### config.mk
export PLATFORM = sky130hd
export DESIGN_NAME = cursor_text_buffer
export DESIGN_NICKNAME = d
export VERILOG_FILES = /design/src/hdl/ctb_pkg.sv /design/src/hdl/cursor_text_buffer.sv /design/src/hdl/ctb_ctrl.sv /design/src/hdl/ctb_datapath.sv
export SDC_FILE = /design/constraint.sdc
export NUM_CORES = 1
export LEC_CHECK = 0
export BUFFER_PORTS_ARGS = -buffer_cell sky130_fd_sc_hd__buf_2
export CAP_MARGIN = 0
export CORE_ASPECT_RATIO = 0.75
export CORE_MARGIN = 5
export CORE_UTILIZATION = 40
export DETAILED_ROUTE_END_ITERATION = 8
export GPL_TIMING_DRIVEN = 0
export PLACE_DENSITY = 0.54
export SLEW_MARGIN = 20
export SYNTH_ARGS = -nofsm -noshare
export SYNTH_HDL_FRONTEND = slang
export SYNTH_SLANG_ARGS = --single-unit
### constraint.sdc
create_clock -name clk -period 6 [get_ports clk]
set_input_delay 0.6 -clock clk [delete_from_list [all_inputs] [get_ports clk]]
set_output_delay 0.6 -clock clk [all_outputs]
set_load 0.02 [all_outputs]
### src/hdl/ctb_pkg.sv
package ctb_pkg;

    localparam int DEPTH_DEF = 32;
    localparam int COUNT_W   = 6;

    // operation codes carried in req.func; code 7 changes nothing but still gets a response
    typedef enum logic [2:0] {
        FN_FWD     = 3'd0,
        FN_BACK    = 3'd1,
        FN_START   = 3'd2,
        FN_END     = 3'd3,
        FN_INSERT  = 3'd4,
        FN_DELETE  = 3'd5,
        FN_DISPLAY = 3'd6
    } func_t;

    typedef enum logic {
        ST_EDIT,
        ST_DISPLAY
    } ctl_state_t;

    typedef struct packed {
        logic [2:0] func;
        logic [7:0] char_in;
    } req_t;

    typedef struct packed {
        logic               status;
        logic [COUNT_W-1:0] length_now;
        logic [COUNT_W-1:0] cursor_now;
        logic [7:0]         char_out;
        logic               char_valid;
        logic               last;
    } rsp_t;

    typedef struct packed {
        logic edit;
        logic step;
    } ctb_cmd_t;

    typedef struct packed {
        logic can_push;
        logic fill_zero;
        logic disp_last;
    } ctb_stat_t;

endpackage

### src/hdl/cursor_text_buffer.sv
// Editor buffer of up to DEPTH bytes with a fill count and a cursor. Each
// request transaction is one operation (forward, back, to start, to end,
// insert, delete, display). Moves and edits give a single response
// transaction each, through the output register: every cell of the byte row
// compares its own index with the cursor and shifts left or right as the
// request is taken. Display gives one response per stored byte, one per
// cycle while responses are not stalled, after the cycle that takes the
// request. The row rotates by one cell per byte and the byte in cell 0 is
// emitted; after the last byte the row is back in its original order. An
// empty display gives one response with char_valid low. No request is
// taken during a display, and a stalled response holds the display in
// place. Responses leave through an output register backed by one skid
// entry, so a new request is still taken while one response waits. Fill
// count and cursor clear on reset; the byte row has no reset and no
// clearing pass, only bytes below the fill count are ever shown.
module cursor_text_buffer #(
    parameter int DEPTH = ctb_pkg::DEPTH_DEF
) (
    input  logic          clk,
    input  logic          rst_n,
    // request channel
    input  logic          req_valid,
    output logic          req_stall,
    input  ctb_pkg::req_t req,
    // response channel
    output logic          rsp_valid,
    input  logic          rsp_stall,
    output ctb_pkg::rsp_t rsp
);

    // command and status between sequencer and datapath
    ctb_pkg::ctb_cmd_t  cmd;
    ctb_pkg::ctb_stat_t stat;

    // sequencer: takes requests, walks display one byte a cycle while responses can be queued
    ctb_ctrl u_ctrl (
        .clk       (clk),
        .rst_n     (rst_n),
        .req_valid (req_valid),
        .func      (req.func),
        .stat      (stat),
        .req_stall (req_stall),
        .cmd       (cmd)
    );

    // byte row, counts and response queue
    ctb_datapath #(
        .DEPTH (DEPTH)
    ) u_datapath (
        .clk       (clk),
        .rst_n     (rst_n),
        .cmd       (cmd),
        .req       (req),
        .stat      (stat),
        .rsp_valid (rsp_valid),
        .rsp_stall (rsp_stall),
        .rsp       (rsp)
    );

endmodule

### src/hdl/ctb_ctrl.sv
module ctb_ctrl (
    input  logic                 clk,
    input  logic                 rst_n,
    input  logic                 req_valid,
    input  logic [2:0]           func,
    input  ctb_pkg::ctb_stat_t   stat,
    output logic                 req_stall,
    output ctb_pkg::ctb_cmd_t    cmd
);

    ctb_pkg::ctl_state_t state_reg;
    ctb_pkg::ctl_state_t state_next;

    always_ff @(posedge clk or negedge rst_n)
    begin
        if (!rst_n)
        begin
            state_reg <= ctb_pkg::ST_EDIT;
        end
        else
        begin
            state_reg <= state_next;
        end
    end

    always_comb
    begin
        state_next = state_reg;
        unique case (state_reg)
            ctb_pkg::ST_EDIT:
            begin
                if (req_valid && stat.can_push && func == ctb_pkg::FN_DISPLAY
                    && !stat.fill_zero)
                begin
                    state_next = ctb_pkg::ST_DISPLAY;
                end
            end
            ctb_pkg::ST_DISPLAY:
            begin
                if (stat.can_push && stat.disp_last)
                begin
                    state_next = ctb_pkg::ST_EDIT;
                end
            end
        endcase
    end

    always_comb
    begin
        req_stall = 1'b1;
        cmd       = '0;
        unique case (state_reg)
            ctb_pkg::ST_EDIT:
            begin
                req_stall = !stat.can_push;
                cmd.edit  = req_valid && stat.can_push;
            end
            ctb_pkg::ST_DISPLAY:
            begin
                cmd.step = stat.can_push;
            end
        endcase
    end

endmodule

### src/hdl/ctb_datapath.sv
module ctb_datapath #(
    parameter int DEPTH = ctb_pkg::DEPTH_DEF
) (
    input  logic                 clk,
    input  logic                 rst_n,
    input  ctb_pkg::ctb_cmd_t    cmd,
    input  ctb_pkg::req_t        req,
    output ctb_pkg::ctb_stat_t   stat,
    output logic                 rsp_valid,
    input  logic                 rsp_stall,
    output ctb_pkg::rsp_t        rsp
);

    localparam int CW = $clog2(DEPTH + 1);
    localparam int IW = $clog2(DEPTH);

    logic [7:0]    cell_reg  [DEPTH];
    logic [7:0]    cell_next [DEPTH];
    logic [7:0]    up_w      [DEPTH];
    logic [7:0]    dn_w      [DEPTH];

    logic [CW-1:0] fill_reg, fill_next;
    logic [CW-1:0] cur_reg, cur_next;
    logic [IW-1:0] cnt_reg, cnt_next;
    logic          do_ins, do_del, status_bit;

    ctb_pkg::rsp_t out_reg, out_next, skid_reg, skid_next, push_data;
    logic          out_valid_reg, out_valid_next, skid_valid_reg, skid_valid_next;
    logic          push, drain;

    // neighbor taps of each cell, edges hold their own value
    for (genvar i = 0; i < DEPTH; i++)
    begin : g_tap
        if (i == DEPTH - 1)
        begin : g_top
            assign up_w[i] = cell_reg[i];
        end
        else
        begin : g_mid_up
            assign up_w[i] = cell_reg[i+1];
        end
        if (i == 0)
        begin : g_bot
            assign dn_w[i] = cell_reg[i];
        end
        else
        begin : g_mid_dn
            assign dn_w[i] = cell_reg[i-1];
        end
    end

    // counts and cursor for the edit operations
    always_comb
    begin
        fill_next  = fill_reg;
        cur_next   = cur_reg;
        do_ins     = 1'b0;
        do_del     = 1'b0;
        status_bit = 1'b0;
        if (cmd.edit)
        begin
            unique case (req.func)
                ctb_pkg::FN_FWD:
                begin
                    if (cur_reg < fill_reg)
                    begin
                        cur_next = cur_reg + CW'(1);
                    end
                end
                ctb_pkg::FN_BACK:
                begin
                    if (cur_reg != '0)
                    begin
                        cur_next = cur_reg - CW'(1);
                    end
                end
                ctb_pkg::FN_START:
                begin
                    cur_next = '0;
                end
                ctb_pkg::FN_END:
                begin
                    cur_next = fill_reg;
                end
                ctb_pkg::FN_INSERT:
                begin
                    if (fill_reg >= CW'(DEPTH))
                    begin
                        status_bit = 1'b1;
                    end
                    else
                    begin
                        do_ins    = 1'b1;
                        fill_next = fill_reg + CW'(1);
                        cur_next  = cur_reg + CW'(1);
                    end
                end
                ctb_pkg::FN_DELETE:
                begin
                    if (cur_reg < fill_reg)
                    begin
                        do_del    = 1'b1;
                        fill_next = fill_reg - CW'(1);
                    end
                end
                default:
                begin
                end
            endcase
        end
    end

    // each cell picks its new byte from its index against cursor and fill
    always_comb
    begin
        for (int i = 0; i < DEPTH; i++)
        begin
            cell_next[i] = cell_reg[i];
            if (do_ins)
            begin
                if (CW'(i) == cur_reg)
                begin
                    cell_next[i] = req.char_in;
                end
                else if (CW'(i) > cur_reg && CW'(i) <= fill_reg)
                begin
                    cell_next[i] = dn_w[i];
                end
            end
            else if (do_del)
            begin
                if (CW'(i) >= cur_reg && CW'(i + 1) < fill_reg)
                begin
                    cell_next[i] = up_w[i];
                end
            end
            else if (cmd.step)
            begin
                // rotate the stored text by one, cell 0 wraps to the top
                if (CW'(i + 1) < fill_reg)
                begin
                    cell_next[i] = up_w[i];
                end
                else if (CW'(i + 1) == fill_reg)
                begin
                    cell_next[i] = cell_reg[0];
                end
            end
        end
    end

    always_ff @(posedge clk)
    begin
        for (int i = 0; i < DEPTH; i++)
        begin
            cell_reg[i] <= cell_next[i];
        end
    end

    assign cnt_next = cmd.edit ? '0 : (cmd.step ? cnt_reg + IW'(1) : cnt_reg);

    always_ff @(posedge clk or negedge rst_n)
    begin
        if (!rst_n)
        begin
            fill_reg <= '0;
            cur_reg  <= '0;
            cnt_reg  <= '0;
        end
        else
        begin
            fill_reg <= fill_next;
            cur_reg  <= cur_next;
            cnt_reg  <= cnt_next;
        end
    end

    // result to queue
    assign push = (cmd.edit && !(req.func == ctb_pkg::FN_DISPLAY && fill_reg != '0))
                  || cmd.step;

    always_comb
    begin
        push_data = '0;
        if (cmd.step)
        begin
            push_data.length_now = ctb_pkg::COUNT_W'(fill_reg);
            push_data.cursor_now = ctb_pkg::COUNT_W'(cur_reg);
            push_data.char_out   = cell_reg[0];
            push_data.char_valid = 1'b1;
            push_data.last       = stat.disp_last;
        end
        else
        begin
            push_data.status     = status_bit;
            push_data.length_now = ctb_pkg::COUNT_W'(fill_next);
            push_data.cursor_now = ctb_pkg::COUNT_W'(cur_next);
            push_data.last       = 1'b1;
        end
    end

    // output register with one skid entry
    assign drain = out_valid_reg && !rsp_stall;

    always_comb
    begin
        out_next        = out_reg;
        skid_next       = skid_reg;
        out_valid_next  = out_valid_reg;
        skid_valid_next = skid_valid_reg;
        if (!out_valid_reg || drain)
        begin
            if (skid_valid_reg)
            begin
                out_next        = skid_reg;
                out_valid_next  = 1'b1;
                skid_valid_next = 1'b0;
            end
            else
            begin
                out_next       = push_data;
                out_valid_next = push;
            end
        end
        else if (push)
        begin
            skid_next       = push_data;
            skid_valid_next = 1'b1;
        end
    end

    always_ff @(posedge clk or negedge rst_n)
    begin
        if (!rst_n)
        begin
            out_valid_reg  <= 1'b0;
            skid_valid_reg <= 1'b0;
        end
        else
        begin
            out_valid_reg  <= out_valid_next;
            skid_valid_reg <= skid_valid_next;
        end
    end

    always_ff @(posedge clk)
    begin
        out_reg  <= out_next;
        skid_reg <= skid_next;
    end

    assign rsp_valid      = out_valid_reg;
    assign rsp            = out_reg;
    assign stat.can_push  = !skid_valid_reg;
    assign stat.fill_zero = (fill_reg == '0);
    assign stat.disp_last = ((CW'(cnt_reg) + CW'(1)) == fill_reg);

endmodule

==> results_dict.tcl, run 1 <==
set metrics [dict create \
    status "completed" \
    die_y_um 204 \
    yosysSeqAreaShare 0.476 \
    cts_resized 0 \
    drive_above_1_share 0.153 \
    skew_ps 26.1 \
    dr.first_iter.drc_count 2839 \
    worstMarginPinSlew_ps 1180 \
    fmax_ghz 0.184 \
    cts_tree "built" \
    critical_path_arrival_ps 5630 \
    gp_congestion 1.06 \
    r2r_setup_slack_ps 560 \
    avgSynthCellArea_um2 10.5 \
    synth_nets 1939 \
    fp.coreArea_mm2 0.0499 \
    vias 18600 \
    slew_violations 0 \
    static-leakage-power_nw 8.42 \
    root_buffer "clkbuf_16" \
    path_max_fanout 10 \
    largest_reg_flops 256 \
    yosys_register_bits 322 \
    final_common_cell "edfxtp_1" \
    post-route-period-util 0.907 \
    p_per_area_mw_per_mm2 576 \
    final_nets 2033 \
    num_rows 71 \
    ys_types 77 \
    synth_async_sr_flop_share 0.0621 \
    postRouteAntennaNets 0 \
    path_cells "buf_1, inv_1, ha_1, buf_2, nor3b_2, a21o_1, nand2_1, buf_2, clkbuf_1, o21ai_0, a21oi_1" \
    area_growth_pct 11.8 \
    syn_area_mm2 0.0201 \
    grt_usage 0.308 \
    p_total_w 0.0130 \
    cp_slowest_stage_delay_ps 960 \
    post-dp-hpwl_um 64800 \
    synthTopCellsByArea "edfxtp_1 (45%), mux2i_1 (11%), o221ai_1 (10%), nand3_1 (6.6%), nand2_1 (2.5%)" \
    rsz0062_at_grt "false" \
    ys.flop_type "edfxtp_1" \
    drc 0 \
    htree_num_levels 2 \
    clock_latency_ps 570 \
    overflow 0 \
    hold_viol_final 0 \
    fin_crit_ps 5440 \
    setup_tns_ps 0 \
    start_util 0.403 \
    wl_um 87400 \
    layout_common_cells "edfxtp_1 (302), nand3_1 (264), o221ai_1 (232)" \
    clock_sinks 322 \
    cap_violations 0 \
    setup_viol 0 \
    drt-pass1-iter-count 6 \
    synth.top_cell.area_share 0.451 \
    yosysWarnings 0 \
    io_pins 40 \
    hold_path_class "in2reg" \
    grt_pass1_vias 17600 \
    vdd_drop_max_v 0.000242 \
    io_buffer_count 37 \
    grt_max_degree 27 \
    detail_route.wl_per_cell_um 32.5 \
    max_slew_margin 0.212 \
    syn_inst 1908 \
    die_w_um 269 \
    n_antenna_cell 0 \
    die_area_mm2 0.0549 \
    post_drt_via_cell_ratio 6.94 \
    crit_type "reg2reg" \
    grt_pass1_wl_um 125000 \
    worstSetupStartpointType "flip-flop" \
    cp-end-kind "flip-flop" \
    synth_top_area_cell "edfxtp_1" \
    antenna_found_initial 0 \
    required_ps 6190 \
    clkTransAtPathRegs_ps 60 \
    synth-edff-count 302 \
    crit_path_frequent_cell "buf_2" \
    cpMaxStageDelayCell "a21oi_1" \
    cts_buffers 37 \
    cts_max_path_buffers 3 \
]
[metrics by stage]
stage	hold WS (ps)	util	cells	worst slack (ps)	cell area [µm²]
floorplan	304	-	1908	2470	20100
global placement	508	0.423	2602	610	21100
detailed placement	518	0.427	2619	897	21300
CTS	435	0.450	2686	889	22500
global route	471	0.450	2686	608	22500
finish	453	0.450	2686	559	22500
[cell families (layout without fill, tap and decap cells)]
kind of cell	after synthesis	in the layout	synth area share
and+or+nand+nor	589	589	0.145
AOI/OAI and AO/OA	498	498	0.187
DFF	322	322	0.476
muxes	236	236	0.118
buffers and inverters	229	350	0.0558
xor gates and xnor gates	18	18	0.00784
adders and majority gates	16	16	0.00996
[path summary, 6_finish.rpt]
kind | to | from | cells past startpoint
max | u_datapath.cell_reg[0][84] | u_datapath.fill_reg[1] | 11
min | u_ctrl.state_reg | req_valid | 3
max reg2reg | u_datapath.cell_reg[0][84] | u_datapath.fill_reg[1] | 11
min reg2reg | u_datapath.cnt_reg[4] | u_datapath.cnt_reg[4] | 2
max in group asynchronous | u_datapath.cur_reg[0] | rst_n | 2
min in group asynchronous | u_datapath.cur_reg[1] | rst_n | 2
[layer usage]
metal / wire, µm / global-route usage / vias to the layer above
li1: - / - / 7753
met1: 38400 / 0.477 / 9296
met2: 33700 / 0.407 / 1390
met3: 12100 / 0.0939 / 209
met4: 3150 / 0.0970 / 0
met5: 0 / 0 / -
[synthesized netlist by cell type, types with 9 or more instances]
cell / number
nand2_1: 134
clkbuf_1: 65
xnor2_1: 15
nand3_1: 264
a22o_1: 9
o21ai_0: 68
a21o_1: 23
nor2_1: 70
nand2_2: 19
o221ai_1: 232
mux2i_1: 228
nor2_2: 12
buf_6: 15
buf_1: 33
a21oi_1: 60
a31oi_1: 15
o21ai_1: 9
dfrtp_1: 20
and2_1: 11
buf_4: 10
nor3_1: 19
edfxtp_1: 302
ha_1: 16
or2_2: 9
buf_2: 88
o22ai_1: 9
inv_1: 14
[timing repair]
| item | 4_1_cts | 5_1_grt |
|---|---|---|
| hold endpoints to repair | 4 | 0 |
| buffers inserted | 0 | 0 |
| hold buffers | 1 | 0 |
| setup endpoints to repair | 0 | 0 |
[area by class of cell]
cell class	count	area, µm²
clock inverter	21	158
tap	657	822
inverter	17	63.8
multi-input combinational	1357	9520
clock buffer	45	987
timing repair buffer	55	307
fill	4799	27400
sequential	322	9570
buffer	212	1060
[worst max-delay path: cells and delay by family (launching register included)]
| kind | cells | cell delay, ps |
|---|---|---|
| AO/OA/AOI/OAI | 3 | 1540 |
| adder cells (fa/ha/maj) | 1 | 260 |
| flip-flops | 1 | 470 |
| AND/OR/NAND/NOR | 2 | 510 |
| buffers and inverters | 5 | 2270 |
[where the power goes]
part	switching (W)	internal, W
clock network	0.00100	0.00126
logic	0.00422	0.00211
registers	0.000517	0.00385
No activity file was read; power rests on OpenSTA's default activity.
==> inputs of run 2 (changes only) <==
--- a/config.mk
+++ b/config.mk
@@ -9,10 +9,10 @@
 export CAP_MARGIN = 0
 export CORE_ASPECT_RATIO = 0.75
 export CORE_MARGIN = 5
-export CORE_UTILIZATION = 40
+export CORE_UTILIZATION = 50
 export DETAILED_ROUTE_END_ITERATION = 8
 export GPL_TIMING_DRIVEN = 0
-export PLACE_DENSITY = 0.54
+export PLACE_DENSITY = 0.65
 export SLEW_MARGIN = 20
 export SYNTH_ARGS = -nofsm -noshare
 export SYNTH_HDL_FRONTEND = slang
==> results_dict.tcl, run 2 (same netlist as run 1, synthesis figures left out) <==
set metrics [dict create \
    area_growth_pct 10.5 \
    antenna_found_initial 0 \
    drt-pass1-iter-count 6 \
    p_switching_w 0.00565 \
    r2r_cells 11 \
    grt_pass1_wl_um 121000 \
    path_max_fanout 10 \
    hold_buffers 0 \
    static-leakage-power_nw 8.35 \
    vdd_drop_max_v 0.000234 \
    stdcell_area_mm2 0.0222 \
    cts_tree "built" \
    setup_viol 0 \
    p_int_w 0.00713 \
    largest_reg_flops 256 \
    p_seq_frac 0.340 \
    hold_viol_final 0 \
    final_cells 2542 \
    fin_crit_ps 5230 \
    final_common_cell "edfxtp_1" \
    combPwrFrac 0.492 \
    clkPwrFrac 0.167 \
    die_area_mm2 0.0444 \
    detail_route.wl_per_cell_um 32.6 \
    placed_cell_area_mm2 0.0211 \
    crit_type "reg2reg" \
    die_w_um 242 \
    grt_max_degree 27 \
    worstSetupStartpointType "flip-flop" \
    cts_resized 0 \
    clock_latency_ps 550 \
    p_per_area_mw_per_mm2 575 \
    wl_um 82900 \
    setup_tns_ps 0 \
    drc 0 \
    r2r-start "u_datapath.fill_reg[1]" \
    slew_violations 0 \
    r2r_end "u_datapath.cell_reg[0][87]" \
    start_util 0.507 \
    final_nets 2029 \
    worstMarginPinSlew_ps 1160 \
    fp.coreArea_mm2 0.0396 \
    postRouteAntennaNets 0 \
    clock_sinks 322 \
    crit_end "u_datapath.cell_reg[0][87]" \
    hold_path_class "in2async" \
    fmax_ghz 0.191 \
    grt_usage 0.360 \
    dp.cells 2480 \
    skew_ps 25.3 \
    cts_max_path_buffers 3 \
    root_buffer "clkbuf_16" \
    num_rows 63 \
    post_drt_via_cell_ratio 7.35 \
    r2r_setup_slack_ps 770 \
    grt_pass1_vias 17700 \
    n_antenna_cell 0 \
    postCtsSetupRepairBufs 0 \
    critical_path_arrival_ps 5390 \
    dr.first_iter.drc_count 2932 \
    p_sw_frac 0.442 \
    cp-end-kind "flip-flop" \
    layout_common_cells "edfxtp_1 (302), nand3_1 (264), o221ai_1 (232)" \
    clkTransAtPathRegs_ps 60 \
    post-dp-hpwl_um 61400 \
    p_total_w 0.0128 \
    status "completed" \
    drive_above_1_share 0.150 \
    io_buffer_count 37 \
    max_slew_margin 0.226 \
    io_pins 40 \
    rsz0062_at_grt "false" \
    die_y_um 184 \
    vias 18700 \
    cap_violations 0 \
    post-route-period-util 0.872 \
    required_ps 6150 \
    overflow 0 \
    gp_congestion 1.09 \
    htree_num_levels 2 \
    crit_start "u_datapath.fill_reg[1]" \
    cts_buffers 35 \
]
[run 2: cell types whose count changed in the layout (fill, tap and decap cells not counted), sizes merged]
cell,delta
clkinv,-5
buf,-3
clkbuf,-2
clkinvlp,+2
clkdlybuf4s18,+1
dlygate4sd3,-1
inv,+1
[run 2: critical path, cell delays in order (launching register included)]
cell,delay [ps]
dfrtp_1,460
buf_1,590
inv_1,310
ha_1,260
buf_2,200
nor3b_2,200
a21o_1,320
nand2_1,310
buf_2,370
clkbuf_1,650
o21ai_0,280
a21oi_1,870
[run 2: worst min-delay path by stage]
stage | from | to | slack, ps
floorplan | rst_n | u_ctrl.state_reg | 300
global placement | u_datapath.skid_reg[1] | u_datapath.rsp[1] | 510
detailed placement | u_datapath.skid_reg[1] | u_datapath.rsp[1] | 510
CTS | rst_n | u_datapath.rsp_valid | 30
global route | rst_n | u_datapath.cnt_reg[2] | 50
finish | rst_n | u_datapath.cnt_reg[2] | 20
[run 2: cell type report]
cell class	instances	area [µm²]
Fill cell	3520	17400
Clock inverter	19	143
Buffer	212	1060
Sequential cell	322	9570
Timing Repair Buffer	53	297
Inverter	17	63.8
Multi-Input combinational cell	1357	9510
Clock buffer	42	912
Tap cell	520	651
[run 2: power groups by stage]
| stage | combinational (W) | clock [W] | sequential (W) |
|---|---|---|---|
| 2_1_floorplan | 0.00408 | 0 | 0.00419 |
| 5_1_grt | 0.00665 | 0.00222 | 0.00439 |
| 6_report | 0.00629 | 0.00214 | 0.00435 |
| 3_5_place_dp | 0.00599 | 0 | 0.00435 |
| 4_1_cts | 0.00601 | 0.00212 | 0.00431 |
| 3_3_place_gp | 0.00580 | 0 | 0.00435 |
[run 2: metrics by stage]
step	utilization	worst slack [ps]	hold WS [ps]
after floorplan	-	2470	304
after global placement	0.528	788	505
after detailed placement	0.533	1040	512
after CTS	0.560	1040	25.0
after global routing	0.560	766	49.2
final	0.560	767	21.3
[run 2: layer usage]
layer	part of all wire	wire, µm	GRT usage
met1	0.42	34800	0.531
met2	0.39	32100	0.489
met3	0.15	12500	0.131
met4	0.041	3390	0.127
met5	0	0	0
==> inputs of run 3 (changes only) <==
--- a/config.mk
+++ b/config.mk
@@ -13,6 +13,7 @@
 export DETAILED_ROUTE_END_ITERATION = 8
 export GPL_TIMING_DRIVEN = 0
 export PLACE_DENSITY = 0.65
+export RECOVER_POWER = 25
 export SLEW_MARGIN = 20
 export SYNTH_ARGS = -nofsm -noshare
 export SYNTH_HDL_FRONTEND = slang
==> results_dict.tcl, run 3 (same netlist as run 1, synthesis figures left out) <==
set metrics [dict create \
    worstMarginPinSlew_ps 1220 \
    fp.coreArea_mm2 0.0396 \
    final_nets 2029 \
    drt-pass1-iter-count 7 \
    max_slew_margin 0.183 \
    pre_cts_ws_ps 1040 \
    fmax_ghz 0.180 \
    vdd_drop_max_v 0.000233 \
    overflow 0 \
    die_w_um 242 \
    vias 18800 \
    antenna_found_initial 0 \
    p_per_area_mw_per_mm2 576 \
    crit_type "reg2reg" \
    worst_slack_ps 456 \
    rsz0062_at_grt "false" \
    cts_buffers 35 \
    htree_num_levels 2 \
    status "completed" \
    clock_sinks 322 \
    skew_ps 23.8 \
    postRouteAntennaNets 0 \
    cts_tree "built" \
    num_rows 63 \
    critical_path_arrival_ps 5720 \
    hold_buffers 0 \
    grt_usage 0.360 \
    post_drt_via_cell_ratio 7.38 \
    post-dp-hpwl_um 61400 \
    drc 0 \
    detail_route.wl_per_cell_um 32.6 \
    area_growth_pct 9.92 \
    start_util 0.507 \
    holdWs_ps 274 \
    fillers 3539 \
    die_y_um 184 \
    gp_congestion 1.09 \
    grt_max_degree 27 \
    clock_latency_ps 550 \
    io_buffer_count 37 \
    largest_reg_flops 256 \
    postCtsSetupRepairBufs 0 \
    grt_pass1_wl_um 121000 \
    fin_util 0.557 \
    required_ps 6170 \
    cts_resized 0 \
    drive_above_1_share 0.129 \
    layout_common_cells "edfxtp_1 (302), nand3_1 (264), o221ai_1 (232)" \
    cts_max_path_buffers 3 \
    die_area_mm2 0.0444 \
    hold_viol_final 0 \
    slew_violations 0 \
    io_pins 40 \
    worstSetupStartpointType "flip-flop" \
    final_common_cell "edfxtp_1" \
    cap_violations 0 \
    setup_tns_ps 0 \
    root_buffer "clkbuf_16" \
    setup_viol 0 \
    post-route-period-util 0.924 \
    wl_um 82900 \
    static-leakage-power_nw 8.24 \
    cp-end-kind "flip-flop" \
    fin_crit_ps 5540 \
    grt_pass1_vias 17700 \
    path_max_fanout 10 \
    dr.first_iter.drc_count 2907 \
    clkTransAtPathRegs_ps 70 \
    hold_path_class "in2async" \
]
-- run 3: cell count changes in the layout (fill, tap and decap cells not counted), moves of 3 or more --
cell | before | now
and2_0 | 0 | 8
buf_2 | 131 | 103
o311ai_1 | 3 | 0
o21ai_0 | 68 | 71
and2_1 | 11 | 3
o311ai_0 | 2 | 5
clkbuf_1 | 71 | 104
-- run 3: final timing paths --
check,from,cells after the start,slack [ps],endpoint
max in group asynchronous,rst_n,1,5040,u_datapath.cur_reg[2]
max reg2reg,u_datapath.fill_reg[5],11,460,u_datapath.cell_reg[0][109]
max,u_datapath.fill_reg[5],11,460,u_datapath.cell_reg[0][109]
min in group clk,req_valid,3,480,u_ctrl.state_reg
min reg2reg,u_datapath.skid_reg[9],1,520,u_datapath.rsp[9]
min,rst_n,1,270,u_datapath.cnt_reg[2]
-- run 3: power breakdown --
group / switching, W / internal (W) / leakage [nW]
logic: 0.00417 / 0.00208 / 4.66
clock network: 0.000964 / 0.00117 / 0.506
registers: 0.000502 / 0.00385 / 3.07
total: 0.00564 / 0.00710 / 8.24
-- run 3: worst max-delay path: stages, from the launching register on --
cell and delay, ps:
dfrtp_1 370, clkbuf_1 210, inv_1 330, clkbuf_1 740
ha_1 410, a21oi_1 150, o21a_1 260, o21ai_0 390
a21oi_1 530, clkbuf_1 700, nand3_2 150, a221oi_2 920
-- run 3: cell type report --
class / count / area (µm²) / share of cell area
Antenna cell: 1 / 2.50 / 0.000113
Buffer: 212 / 1040 / 0.0472
Clock buffer: 42 / 912 / 0.0413
Clock inverter: 19 / 143 / 0.00646
Inverter: 17 / 63.8 / 0.00289
Multi-Input combinational cell: 1357 / 9460 / 0.428
Sequential cell: 322 / 9570 / 0.433
Tap cell: 520 / 651 / 0.0294
Timing Repair Buffer: 53 / 253 / 0.0114
-- run 3: metrics by stage --
stage	power (W)	area [µm²]	cells
floorplan	0.00827	20100	1908
global placement	0.0102	20900	2465
detailed placement	0.0103	21100	2480
CTS	0.0124	22200	2541
global route	0.0132	22100	2542
finish	0.0127	22100	2543
-- run 3: layer usage --
metal / GRT usage / part of all wire / routed length, µm
met1: 0.531 / 0.42 / 34500
met2: 0.489 / 0.39 / 32100
met3: 0.131 / 0.15 / 12800
met4: 0.127 / 0.041 / 3420
met5: 0 / 0 / 0
